`config.mk`:
```
export PLATFORM = sky130hd
export DESIGN_NAME = bank_mapper_with_scanline_irq
export DESIGN_NICKNAME = d
export VERILOG_FILES = /design/src/rtl/bmsirq_pkg.sv /design/src/rtl/bmsirq_regs.sv /design/src/rtl/bmsirq_xlate.sv /design/src/rtl/bank_mapper_with_scanline_irq.sv
export SDC_FILE = /design/constraint.sdc
export NUM_CORES = 1
export LEC_CHECK = 0
export ABC_CLOCK_PERIOD_IN_PS = 5300
export BUFFER_PORTS_ARGS = -buffer_cell sky130_fd_sc_hd__buf_2
export CAP_MARGIN = 15
export CORE_MARGIN = 4
export CORE_UTILIZATION = 48
export DETAILED_ROUTE_END_ITERATION = 10
export PLACE_DENSITY = 0.77
export SLEW_MARGIN = 20
export SYNTH_ARGS = -nofsm -noshare
export SYNTH_HDL_FRONTEND = slang
export SYNTH_HIERARCHICAL = 1
export SYNTH_SLANG_ARGS = --single-unit
export TNS_END_PERCENT = 5
```
`constraint.sdc`:
```
create_clock -name clk -period 5.3 [get_ports clk]
set_clock_uncertainty 0.2 [all_clocks]
set_input_delay 0.265 -clock clk [delete_from_list [all_inputs] [get_ports clk]]
set_output_delay 0.265 -clock clk [all_outputs]
set_load 0.01 [all_outputs]
```
`src/rtl/bmsirq_pkg.sv`:
```
// ----------------------------------------------------------------------------
// bmsirq_pkg
// shared types and constants of the bank mapper with scanline interrupt
// ----------------------------------------------------------------------------
package bmsirq_pkg;

  // bus item kinds
  typedef enum logic [1:0] {
    REQ_TICK      = 2'd0,
    REQ_CPU_WRITE = 2'd1,
    REQ_CPU_XLATE = 2'd2,
    REQ_PPU_XLATE = 2'd3
  } req_kind_t;

  // translation targets
  typedef enum logic [2:0] {
    TGT_PRG_ROM    = 3'd0,
    TGT_PRG_RAM    = 3'd1,
    TGT_OPEN_BUS   = 3'd2,
    TGT_CHR_ROM    = 3'd3,
    TGT_CHR_RAM    = 3'd4,
    TGT_NOT_MAPPED = 3'd5
  } target_t;

  // configuration register indexes
  localparam logic [1:0] CFG_CHR_IS_ROM    = 2'd0;
  localparam logic [1:0] CFG_PRG_BANK_MASK = 2'd1;
  localparam logic [1:0] CFG_CHR_BANK_MASK = 2'd2;

  // register pages of the cpu write decode (addr bits 14..12 with bit 15 set)
  localparam logic [2:0] PAGE_PRG01   = 3'd0;
  localparam logic [2:0] PAGE_PRG2    = 3'd1;
  localparam logic [2:0] PAGE_CHR01   = 3'd2;
  localparam logic [2:0] PAGE_CHR23   = 3'd3;
  localparam logic [2:0] PAGE_CHR45   = 3'd4;
  localparam logic [2:0] PAGE_CHR67   = 3'd5;
  localparam logic [2:0] PAGE_MISC    = 3'd6;
  localparam logic [2:0] PAGE_IRQ     = 3'd7;

  localparam logic [9:0]  PRESCALE_PERIOD = 10'd341;
  localparam logic [9:0]  PRESCALE_STEP   = 10'd3;
  localparam logic [15:0] REG_SEL_MASK    = 16'h0018;
  localparam logic [7:0]  LAST_PRG_BANK   = 8'hFF;
  localparam logic [7:0]  PRG_BANK_RESET2 = 8'hFE;
  localparam logic [7:0]  CHR_RAM_MASK    = 8'h07;

  // irq control bits
  localparam int unsigned CTRL_ACK_EN = 0;
  localparam int unsigned CTRL_EN     = 1;
  localparam int unsigned CTRL_CYCLE  = 2;

  typedef struct packed {
    req_kind_t   kind;
    logic [15:0] addr;
    logic [7:0]  data;
  } req_t;

  typedef struct packed {
    logic [2:0][7:0] prg_bank;
    logic [7:0][7:0] chr_bank;
    logic [7:0]      misc;
  } bank_state_t;

  typedef struct packed {
    logic       chr_is_rom;
    logic [7:0] prg_bank_mask;
    logic [7:0] chr_bank_mask;
  } map_cfg_t;

endpackage

```
`src/rtl/bmsirq_regs.sv`:
```
// ----------------------------------------------------------------------------
// bmsirq_regs
// mapper state: bank registers, misc register and the irq counter
// ----------------------------------------------------------------------------
module bmsirq_regs (
  input  logic                   clk,
  input  logic                   rst_n,
  input  logic                   en,
  input  bmsirq_pkg::req_t       req,
  output bmsirq_pkg::bank_state_t st,
  output logic                   irq_nxt,
  output logic [7:0]             misc_nxt,
  output logic                   sound
);

  logic [2:0]              irq_control_r, irq_control_nxt;
  logic [7:0]              irq_reload_r, irq_reload_nxt;
  logic [7:0]              irq_count_r, irq_count_nxt;
  logic [9:0]              prescale_r, prescale_nxt;
  logic                    irq_line_r, irq_line_nxt;
  bmsirq_pkg::bank_state_t bank_r, bank_nxt;
  logic                    hi;
  logic                    fire;
  logic [2:0]              ctrl_wr;

  assign hi = (req.addr & bmsirq_pkg::REG_SEL_MASK) != 16'd0;
  assign ctrl_wr = req.data[2:0];

  always_comb begin
    irq_control_nxt = irq_control_r;
    irq_reload_nxt  = irq_reload_r;
    irq_count_nxt   = irq_count_r;
    prescale_nxt    = prescale_r;
    irq_line_nxt    = irq_line_r;
    bank_nxt        = bank_r;
    sound           = 1'b0;
    fire            = 1'b0;
    unique case (req.kind)
      bmsirq_pkg::REQ_TICK: begin
        if (irq_control_r[bmsirq_pkg::CTRL_EN]) begin
          if (irq_control_r[bmsirq_pkg::CTRL_CYCLE]) begin
            fire = 1'b1;
          end else if (prescale_r < bmsirq_pkg::PRESCALE_STEP) begin
            fire = 1'b1;
            prescale_nxt = prescale_r + (bmsirq_pkg::PRESCALE_PERIOD
                                         - bmsirq_pkg::PRESCALE_STEP);
          end else begin
            prescale_nxt = prescale_r - bmsirq_pkg::PRESCALE_STEP;
          end
          if (fire) begin
            if (irq_count_r == 8'hFF) begin
              irq_count_nxt = irq_reload_r;
              irq_line_nxt  = 1'b1;
            end else begin
              irq_count_nxt = irq_count_r + 8'd1;
            end
          end
        end
      end
      bmsirq_pkg::REQ_CPU_WRITE: begin
        if (req.addr[15]) begin
          unique case (req.addr[14:12])
            bmsirq_pkg::PAGE_PRG01: bank_nxt.prg_bank[{1'b0, hi}] = req.data;
            bmsirq_pkg::PAGE_PRG2: begin
              if (hi) sound = 1'b1;
              else    bank_nxt.prg_bank[2] = req.data;
            end
            bmsirq_pkg::PAGE_CHR01: bank_nxt.chr_bank[{2'b00, hi}] = req.data;
            bmsirq_pkg::PAGE_CHR23: bank_nxt.chr_bank[{2'b01, hi}] = req.data;
            bmsirq_pkg::PAGE_CHR45: bank_nxt.chr_bank[{2'b10, hi}] = req.data;
            bmsirq_pkg::PAGE_CHR67: bank_nxt.chr_bank[{2'b11, hi}] = req.data;
            bmsirq_pkg::PAGE_MISC: begin
              if (hi) irq_reload_nxt = req.data;
              else    bank_nxt.misc  = req.data;
            end
            bmsirq_pkg::PAGE_IRQ: begin
              if (hi) begin
                if (irq_control_r[bmsirq_pkg::CTRL_ACK_EN]) begin
                  irq_control_nxt[bmsirq_pkg::CTRL_EN] = 1'b1;
                end
              end else begin
                irq_control_nxt = ctrl_wr;
                if (ctrl_wr[bmsirq_pkg::CTRL_EN]) begin
                  irq_count_nxt = irq_reload_r;
                  prescale_nxt  = bmsirq_pkg::PRESCALE_PERIOD;
                end
              end
              irq_line_nxt = 1'b0;
            end
            default: ;
          endcase
        end
      end
      default: ;
    endcase
  end

  always_ff @(posedge clk) begin
    if (!rst_n) begin
      irq_control_r     <= 3'd0;
      irq_reload_r      <= 8'd0;
      irq_count_r       <= 8'd0;
      prescale_r        <= bmsirq_pkg::PRESCALE_PERIOD;
      irq_line_r        <= 1'b0;
      bank_r.prg_bank[0] <= 8'd0;
      bank_r.prg_bank[1] <= 8'd1;
      bank_r.prg_bank[2] <= bmsirq_pkg::PRG_BANK_RESET2;
      for (int i = 0; i < 8; i++) begin
        bank_r.chr_bank[i] <= 8'(i);
      end
      bank_r.misc       <= 8'd0;
    end else if (en) begin
      irq_control_r <= irq_control_nxt;
      irq_reload_r  <= irq_reload_nxt;
      irq_count_r   <= irq_count_nxt;
      prescale_r    <= prescale_nxt;
      irq_line_r    <= irq_line_nxt;
      bank_r        <= bank_nxt;
    end
  end

  assign st       = bank_r;
  assign irq_nxt  = irq_line_nxt;
  assign misc_nxt = bank_nxt.misc;

endmodule

```
`src/rtl/bmsirq_xlate.sv`:
```
// ----------------------------------------------------------------------------
// bmsirq_xlate
// cpu and ppu address translation through the bank registers
// ----------------------------------------------------------------------------
module bmsirq_xlate (
  input  bmsirq_pkg::req_t        req,
  input  bmsirq_pkg::bank_state_t st,
  input  bmsirq_pkg::map_cfg_t    cfg,
  output logic [20:0]             mapped,
  output bmsirq_pkg::target_t     target
);

  logic [1:0]  prg_slot;
  logic [7:0]  prg_bank;
  logic [13:0] pa;
  logic [7:0]  chr_bank;

  assign prg_slot = req.addr[14:13];
  assign pa       = req.addr[13:0];
  assign chr_bank = st.chr_bank[pa[12:10]];

  always_comb begin
    mapped   = 21'd0;
    target   = bmsirq_pkg::TGT_NOT_MAPPED;
    prg_bank = (prg_slot == 2'd3) ? bmsirq_pkg::LAST_PRG_BANK : st.prg_bank[prg_slot];
    unique case (req.kind)
      bmsirq_pkg::REQ_CPU_XLATE: begin
        if (req.addr[15]) begin
          mapped = {prg_bank & cfg.prg_bank_mask, req.addr[12:0]};
          target = bmsirq_pkg::TGT_PRG_ROM;
        end else if (req.addr[14:13] == 2'b11) begin
          if (st.misc[7]) begin
            mapped = {8'd0, req.addr[12:0]};
            target = bmsirq_pkg::TGT_PRG_RAM;
          end else begin
            target = bmsirq_pkg::TGT_OPEN_BUS;
          end
        end
      end
      bmsirq_pkg::REQ_PPU_XLATE: begin
        if (!pa[13]) begin
          if (cfg.chr_is_rom) begin
            mapped = {3'd0, chr_bank & cfg.chr_bank_mask, pa[9:0]};
            target = bmsirq_pkg::TGT_CHR_ROM;
          end else begin
            mapped = {3'd0, chr_bank & bmsirq_pkg::CHR_RAM_MASK, pa[9:0]};
            target = bmsirq_pkg::TGT_CHR_RAM;
          end
        end
      end
      default: ;
    endcase
  end

endmodule

```
`src/rtl/bank_mapper_with_scanline_irq.sv`:
```
// ----------------------------------------------------------------------------
// bank_mapper_with_scanline_irq
// cartridge bank mapper with a cycle-driven interrupt counter
// ----------------------------------------------------------------------------
// One bus beat per clock while in_stall is low: a cpu cycle tick, a cpu
// register write, a cpu address translation or a ppu address translation.
// Each beat is captured in an input register; when the result register is
// free or being drained, the single-pass decode/translate logic updates the
// mapper state and loads the result register, so a new beat can be taken
// every clock while in_stall is low. in_stall rises only while both the
// input register and the result register hold data and out_stall is high.
// Configuration (chr_is_rom at 0x0, prg_bank_mask at 0x4, chr_bank_mask at
// 0x8) is written over the apb port and must only change while no beat is
// in flight.
// ----------------------------------------------------------------------------
module bank_mapper_with_scanline_irq (
  input  logic        clk,
  input  logic        rst_n,
  // input beats
  input  logic        in_valid,
  output logic        in_stall,
  input  logic [1:0]  in_req_type,
  input  logic [15:0] in_addr,
  input  logic [7:0]  in_data,
  // result beats
  output logic        out_valid,
  input  logic        out_stall,
  output logic        out_irq_asserted,
  output logic [20:0] out_mapped_addr,
  output logic [2:0]  out_target,
  output logic [1:0]  out_mirroring,
  output logic        out_sound_select,
  // configuration port
  input  logic        psel,
  input  logic        penable,
  input  logic        pwrite,
  input  logic [3:0]  paddr,
  input  logic [31:0] pwdata,
  output logic [31:0] prdata,
  output logic        pready
);

  // configuration registers
  bmsirq_pkg::map_cfg_t cfg_r;
  logic                 cfg_wr;

  // input register
  logic                 req_vld_r;
  bmsirq_pkg::req_t     req_r;
  logic                 advance;

  // state and translation
  bmsirq_pkg::bank_state_t st;
  logic                 irq_nxt;
  logic [7:0]           misc_nxt;
  logic                 sound;
  logic [20:0]          mapped;
  bmsirq_pkg::target_t  target;

  // result register
  logic                 out_vld_r;
  logic                 irq_r;
  logic [20:0]          mapped_r;
  logic [2:0]           target_r;
  logic [1:0]           mirror_r;
  logic                 sound_r;

  // apb: writes land on the access phase, reads are combinational
  assign pready = 1'b1;
  assign cfg_wr = psel & penable & pwrite;

  always_ff @(posedge clk) begin
    if (!rst_n) begin
      cfg_r.chr_is_rom    <= 1'b1;
      cfg_r.prg_bank_mask <= 8'hFF;
      cfg_r.chr_bank_mask <= 8'hFF;
    end else if (cfg_wr) begin
      unique case (paddr[3:2])
        bmsirq_pkg::CFG_CHR_IS_ROM:    cfg_r.chr_is_rom    <= pwdata[0];
        bmsirq_pkg::CFG_PRG_BANK_MASK: cfg_r.prg_bank_mask <= pwdata[7:0];
        bmsirq_pkg::CFG_CHR_BANK_MASK: cfg_r.chr_bank_mask <= pwdata[7:0];
        default: ;
      endcase
    end
  end

  always_comb begin
    unique case (paddr[3:2])
      bmsirq_pkg::CFG_CHR_IS_ROM:    prdata = {31'd0, cfg_r.chr_is_rom};
      bmsirq_pkg::CFG_PRG_BANK_MASK: prdata = {24'd0, cfg_r.prg_bank_mask};
      bmsirq_pkg::CFG_CHR_BANK_MASK: prdata = {24'd0, cfg_r.chr_bank_mask};
      default:                       prdata = 32'd0;
    endcase
  end

  // the held beat moves on when the result register is free or being drained
  assign advance  = req_vld_r & (~out_vld_r | ~out_stall);
  assign in_stall = req_vld_r & ~advance;

  always_ff @(posedge clk) begin
    if (!rst_n) begin
      req_vld_r <= 1'b0;
    end else if (!in_stall) begin
      req_vld_r <= in_valid;
    end
  end

  // payload capture, no reset needed
  always_ff @(posedge clk) begin
    if (in_valid && !in_stall) begin
      req_r.kind <= bmsirq_pkg::req_kind_t'(in_req_type);
      req_r.addr <= in_addr;
      req_r.data <= in_data;
    end
  end

  // state updates only on the edge that moves the beat into the result register
  bmsirq_regs u_regs (
    .clk      (clk),
    .rst_n    (rst_n),
    .en       (advance),
    .req      (req_r),
    .st       (st),
    .irq_nxt  (irq_nxt),
    .misc_nxt (misc_nxt),
    .sound    (sound)
  );

  // translation sees the state before this beat; translations never change it
  bmsirq_xlate u_xlate (
    .req    (req_r),
    .st     (st),
    .cfg    (cfg_r),
    .mapped (mapped),
    .target (target)
  );

  always_ff @(posedge clk) begin
    if (!rst_n) begin
      out_vld_r <= 1'b0;
    end else if (advance) begin
      out_vld_r <= 1'b1;
    end else if (!out_stall) begin
      out_vld_r <= 1'b0;
    end
  end

  always_ff @(posedge clk) begin
    if (advance) begin
      irq_r    <= irq_nxt;
      mapped_r <= mapped;
      target_r <= target;
      mirror_r <= misc_nxt[1:0];
      sound_r  <= sound;
    end
  end

  assign out_valid        = out_vld_r;
  assign out_irq_asserted = irq_r;
  assign out_mapped_addr  = mapped_r;
  assign out_target       = target_r;
  assign out_mirroring    = mirror_r;
  assign out_sound_select = sound_r;

endmodule

```
* Yosys cells after proc, flatten, opt, wreduce, memory -nomap -nowiden
Index checks and enable logic that the tools add are counted.
** Cells by class
- Equal/unequal tests :: 24
- Muxes and demuxes :: 71
- Reductions and logical operators :: 27
- Bitwise operators :: 11
- Add/subtract/negate cells :: 3
- Magnitude comparators :: 13
** Operators with widths (number)
- $bwmux 64 :: 4
- $pmux 64 s4 :: 1
- $mux 8 :: 16
- $mux 10 :: 7
- $mux 21 :: 3
- $pmux 21 s2 :: 1
- $demux 8 s1 :: 5
- $pmux 8 s2 :: 2
- $reduce_and 5->1 :: 5
- $bmux 8 s3 :: 1
- $bwmux 24 :: 1
- $pmux 8 s3 :: 1
- $pmux 10 s2 :: 1
- $mux 18 :: 1
- $and 8x8->8 :: 2
- $bmux 8 s2 :: 1
- $reduce_and 8->1 :: 2
- $reduce_bool 16->1 :: 1
- $mux 1 :: 14
- $mux 13 :: 1
- $eq 3x3->1 const B :: 4
- $lt 3x4->1 const B :: 3
- $mux 3 :: 4
- $add 10x9->10 const B :: 1
- other kinds (32) :: 67
** Storage, ports and cells
- Input port bits :: 69
- Word-level logic and storage cells :: 181
- Register bits :: 199

* Logic depth before layout (Yosys ltp)
- Depth in word-level cells :: 8
- Depth in mapped cells :: 10
- Mapped depth without buffers :: 7

* Modules after synthesis
Netlist, hierarchy kept.
** By module, submodules not included
- bmsirq_regs :: instances 1, cells each 585, sequential area each 2522.4 µm², area an instance 5500.3 µm²
- bank_mapper_with_scanline_irq :: instances 1, cells each 182, sequential area each 2001.9 µm², area an instance 2733.9 µm²
- bmsirq_xlate :: instances 1, cells each 115, sequential area each 0.0 µm², area an instance 1008.5 µm²

* Worst setup path after synthesis
Ideal clock, no wire load.
- Path type :: flip-flop to flip-flop
- From :: register req_vld_r
- To :: register u_regs.bank_r (netlist bit u_regs/st[89])
- Required time :: 4.963 ns
- Slack :: 0.584 ns
- Arrival :: 4.379 ns
- Stages on the path, launching flop included :: 8
- Setup time :: 0.137 ns
- Period minus slack after synthesis :: 4.716 ns
- Cell sequence :: dfxtp_1 > a21boi_0 > nand4b_1 > nor3_1 > buf_2 > nand3_1 > nand2_1 > nand3_1
** On the way
- Word-level cells in the longest chain between the ends :: 2
** Ends and longest elaborated chain
- start: declaration :: line bank_mapper_with_scanline_irq.sv:48 : logic req_vld_r;
- start signal: assignment :: line bank_mapper_with_scanline_irq.sv:104 : req_vld_r <= in_valid;
- $and 1x1->1 :: line bank_mapper_with_scanline_irq.sv:97 : assign advance = req_vld_r & (~out_vld_r | ~out_stall);
- named net advance :: line bank_mapper_with_scanline_irq.sv:50 : logic advance;
- $reduce_and 5->1 (no source line)
- end signal: assignment :: line bmsirq_regs.sv:118 : bank_r <= bank_nxt;
- end: declaration :: line bmsirq_regs.sv:21 : bmsirq_pkg::bank_state_t bank_r, bank_nxt;
The timed path passes the listed nets, and every way through them passes these cells.
A chain may end at the register's enable or synchronous reset.

* Final worst setup path
- From :: input out_stall
- To :: register u_regs.bank_r (netlist bit u_regs/st[67])
** On the way
- Word-level cells in the longest chain between the ends :: 4
** Ends and longest elaborated chain
- start: declaration :: line bank_mapper_with_scanline_irq.sv:27 : input logic out_stall,
- $not 1->1 :: line bank_mapper_with_scanline_irq.sv:97
- $or 1x1->1 :: line bank_mapper_with_scanline_irq.sv:97
- $and 1x1->1 :: line bank_mapper_with_scanline_irq.sv:97
- named net advance :: line bank_mapper_with_scanline_irq.sv:50
- $reduce_and 4->1 (no source line)
The timed path passes the listed nets, and every way through them passes these cells.

==> flow_summary.toml <==
[status]
outcome = "finished clean"

[pwr]
p_leak_nw = 3.85
power.density_nw_per_um2 = 302
p_seq_share_pct = 51.1
switching_share_pct = 22.8
power.internal_mw = 2.41
vdd_drop_max_uv = 224
p_sw_mw = 0.714
pwr-share-comb_pct = 6.8
clock_power_share_pct = 42.1

[floorplanning]
dieArea_um2 = 21000
fp-row-count = 49
start_util_pct = 49.4
core_area_um2 = 18200
die_w_um = 145
pin_count = 132
die_height_um = 145

[global_routing]
grt_pass1_vias = 6244
grt_first_pass_wirelength_um = 33300
met1_usage_pct = 26.0
use_met3_pct = 4.58
track_usage_pct = 19.3
use_met2_pct = 31.6
grt_antenna_before_repair = 0
top_usage_layer = "met2"
grt_remaining_overflow = 0
grt_max_degree = 50

[clock_tree]
post_cts_resized = 0
clockRootBuffer = "clkbuf_16"
cts_tree = "done"
clk_latency_ns = 0.43
htree_levels = 4
cts_sinks = 194
post_cts_buffers = 0
clkSlewWorstSetupHoldPaths_ns = 0.07
cts-hold-fix-buffers = 38
numCtsBuffers = 17
ctsLongestPathBuffers = 2

[layout]
synthToLayoutAreaGrowth_pct = 15.0
fillCellCount = 1517
postLayoutCoreUtil_pct = 56.9
multiInputGateArea_um2 = 4160
final_common_cell = "dfxtp_1"
regArea_um2 = 4420
final_cell_mix = "dfxtp_1 (140), nand2_1 (80), buf_2 (80)"
layout-drive-gt1-share_pct = 17.8
diodes = 0
nNetsFinal = 1016

[worst_setup_path]
max_stage_delay_ns = 0.58
r2r_setup_slack_ns = 2.16
crit_path_max_fanout = 19
crit_type = "in -> reg"
critPathSlowestCell = "a21boi_4"
cp_data_arrival_time_ns = 3.46
crit_required_ns = 5.47
start_kind = "input port"
crit_buf_inv = 3
cpLargestDelayFamily = "simple AND/OR/NAND/NOR gates"
crit_chain = "dlygate4sd3_1 > buf_2 > a21boi_4 > buf_4 > nand2b_1 > or2_2 > nor3_1 > and2_1 > a22o_1"
endpoint_kind = "flop"

[drt]
drtPass1Iterations = 5
drt_wl_total_um = 20800
drt_iter0_drc = 551
drc = 0
viasPerCell = 5.73
ant_nets = 0
vias = 6783
avgRoutedWirePerCell_um = 17.6

[timing]
hold_viol = 0
tns_ns = 0
worst_pin_slew_ns = 1.07
final.min_clock_period_ns = 3.29
min_period_over_period_pct = 62.0
clock.fmax_ghz = 0.304
finalMaxSlewViolations = 0
finalSetupViolCount = 0
rsz0062_at_grt = "no"
setup_ws_ns = 2.01
max_slew_margin_pct = 28.4

[run]
max-cap-violations = 0

[synth]
avgSynthCellArea_um2 = 10.5
syn_inst = 856
synth.cell_area_um2 = 9000
ys.warnings.count = 6

[placed_design]
gp_congestion = 0.833
dp_hpwl_um = 13400
place_ws_ns = 2.13
portBuffers = 80

[min_path]
min_path_type = "in -> reg"
area by class of cell:
type / count / area share, %
flip-flops and latches: 194 / 42.7
multi-input cells: 596 / 40.2
repair buffers: 125 / 8.05
clock buffers: 21 / 4.76
well taps: 229 / 2.77
clock inverters: 11 / 1.21
inverters: 8 / 0.290
per-layer routing:
| metal | vias to the layer above | part of all wire [%] |
|---|---|---|
| met4 | 0 | 1.4 |
| met5 | - | 0 |
| met1 | 3285 | 45 |
| met3 | 24 | 5.4 |
| met2 | 211 | 48 |
| li1 | 3263 | - |
stage by stage:
stage | hold WS, ns | area, um2 | power, mW | cells
after floorplan | 0.164 | 9090 | 1.76 | 879
after detailed placement | 0.243 | 9360 | 1.82 | 1114
after global placement | 0.241 | 9360 | 1.82 | 1114
after CTS | 0.0305 | 10400 | 3.14 | 1184
final | 0.0471 | 10400 | 3.12 | 1184
after global routing | 0.0661 | 10400 | 3.23 | 1184
registers in the layout, indices dropped and copies added, names as in the netlist, 2 cells and up:
signal and flops:
u_regs/st 91, req_r 26, out_mapped_addr 21, cfg_r 17
u_regs/prescale_r 10, u_regs/irq_count_r 8, u_regs/irq_reload_r 8, out_target 3
u_regs/irq_control_r 3, out_mirroring 2
power groups by stage:
stage          Combinational [mW]  Sequential [mW]  Clock (mW)
5_1_grt                     0.231             1.60        1.40
3_5_place_dp                0.190             1.63           0
6_report                    0.213             1.60        1.32
2_1_floorplan               0.156             1.61           0
4_1_cts                     0.212             1.60        1.34
3_3_place_gp                0.187             1.63           0
worst register-to-register path: stages (launching register included):
cell and delay, ns:
dfxtp_1 0.34, a21boi_4 0.61, buf_4 0.38, nand2b_1 0.14, or2_2 0.42, nor3_1 0.52
and2_1 0.31, a22o_1 0.16
worst paths after layout:
kind	start	endpoint	depth (start not counted)
worst min register to register	u_regs/st[89]$_SDFFE_PN1P_	u_regs/st[89]$_SDFFE_PN1P_	2
worst max register to register	req_vld_r$_SDFFE_PN0N_	u_regs/st[67]$_SDFFE_PN0P_	7
worst min-delay path	paddr[2]	cfg_r[16]$_SDFFE_PN1P_	4
worst max-delay path	out_stall	u_regs/st[67]$_SDFFE_PN0P_	9
Power figures use the tool's default switching activity.
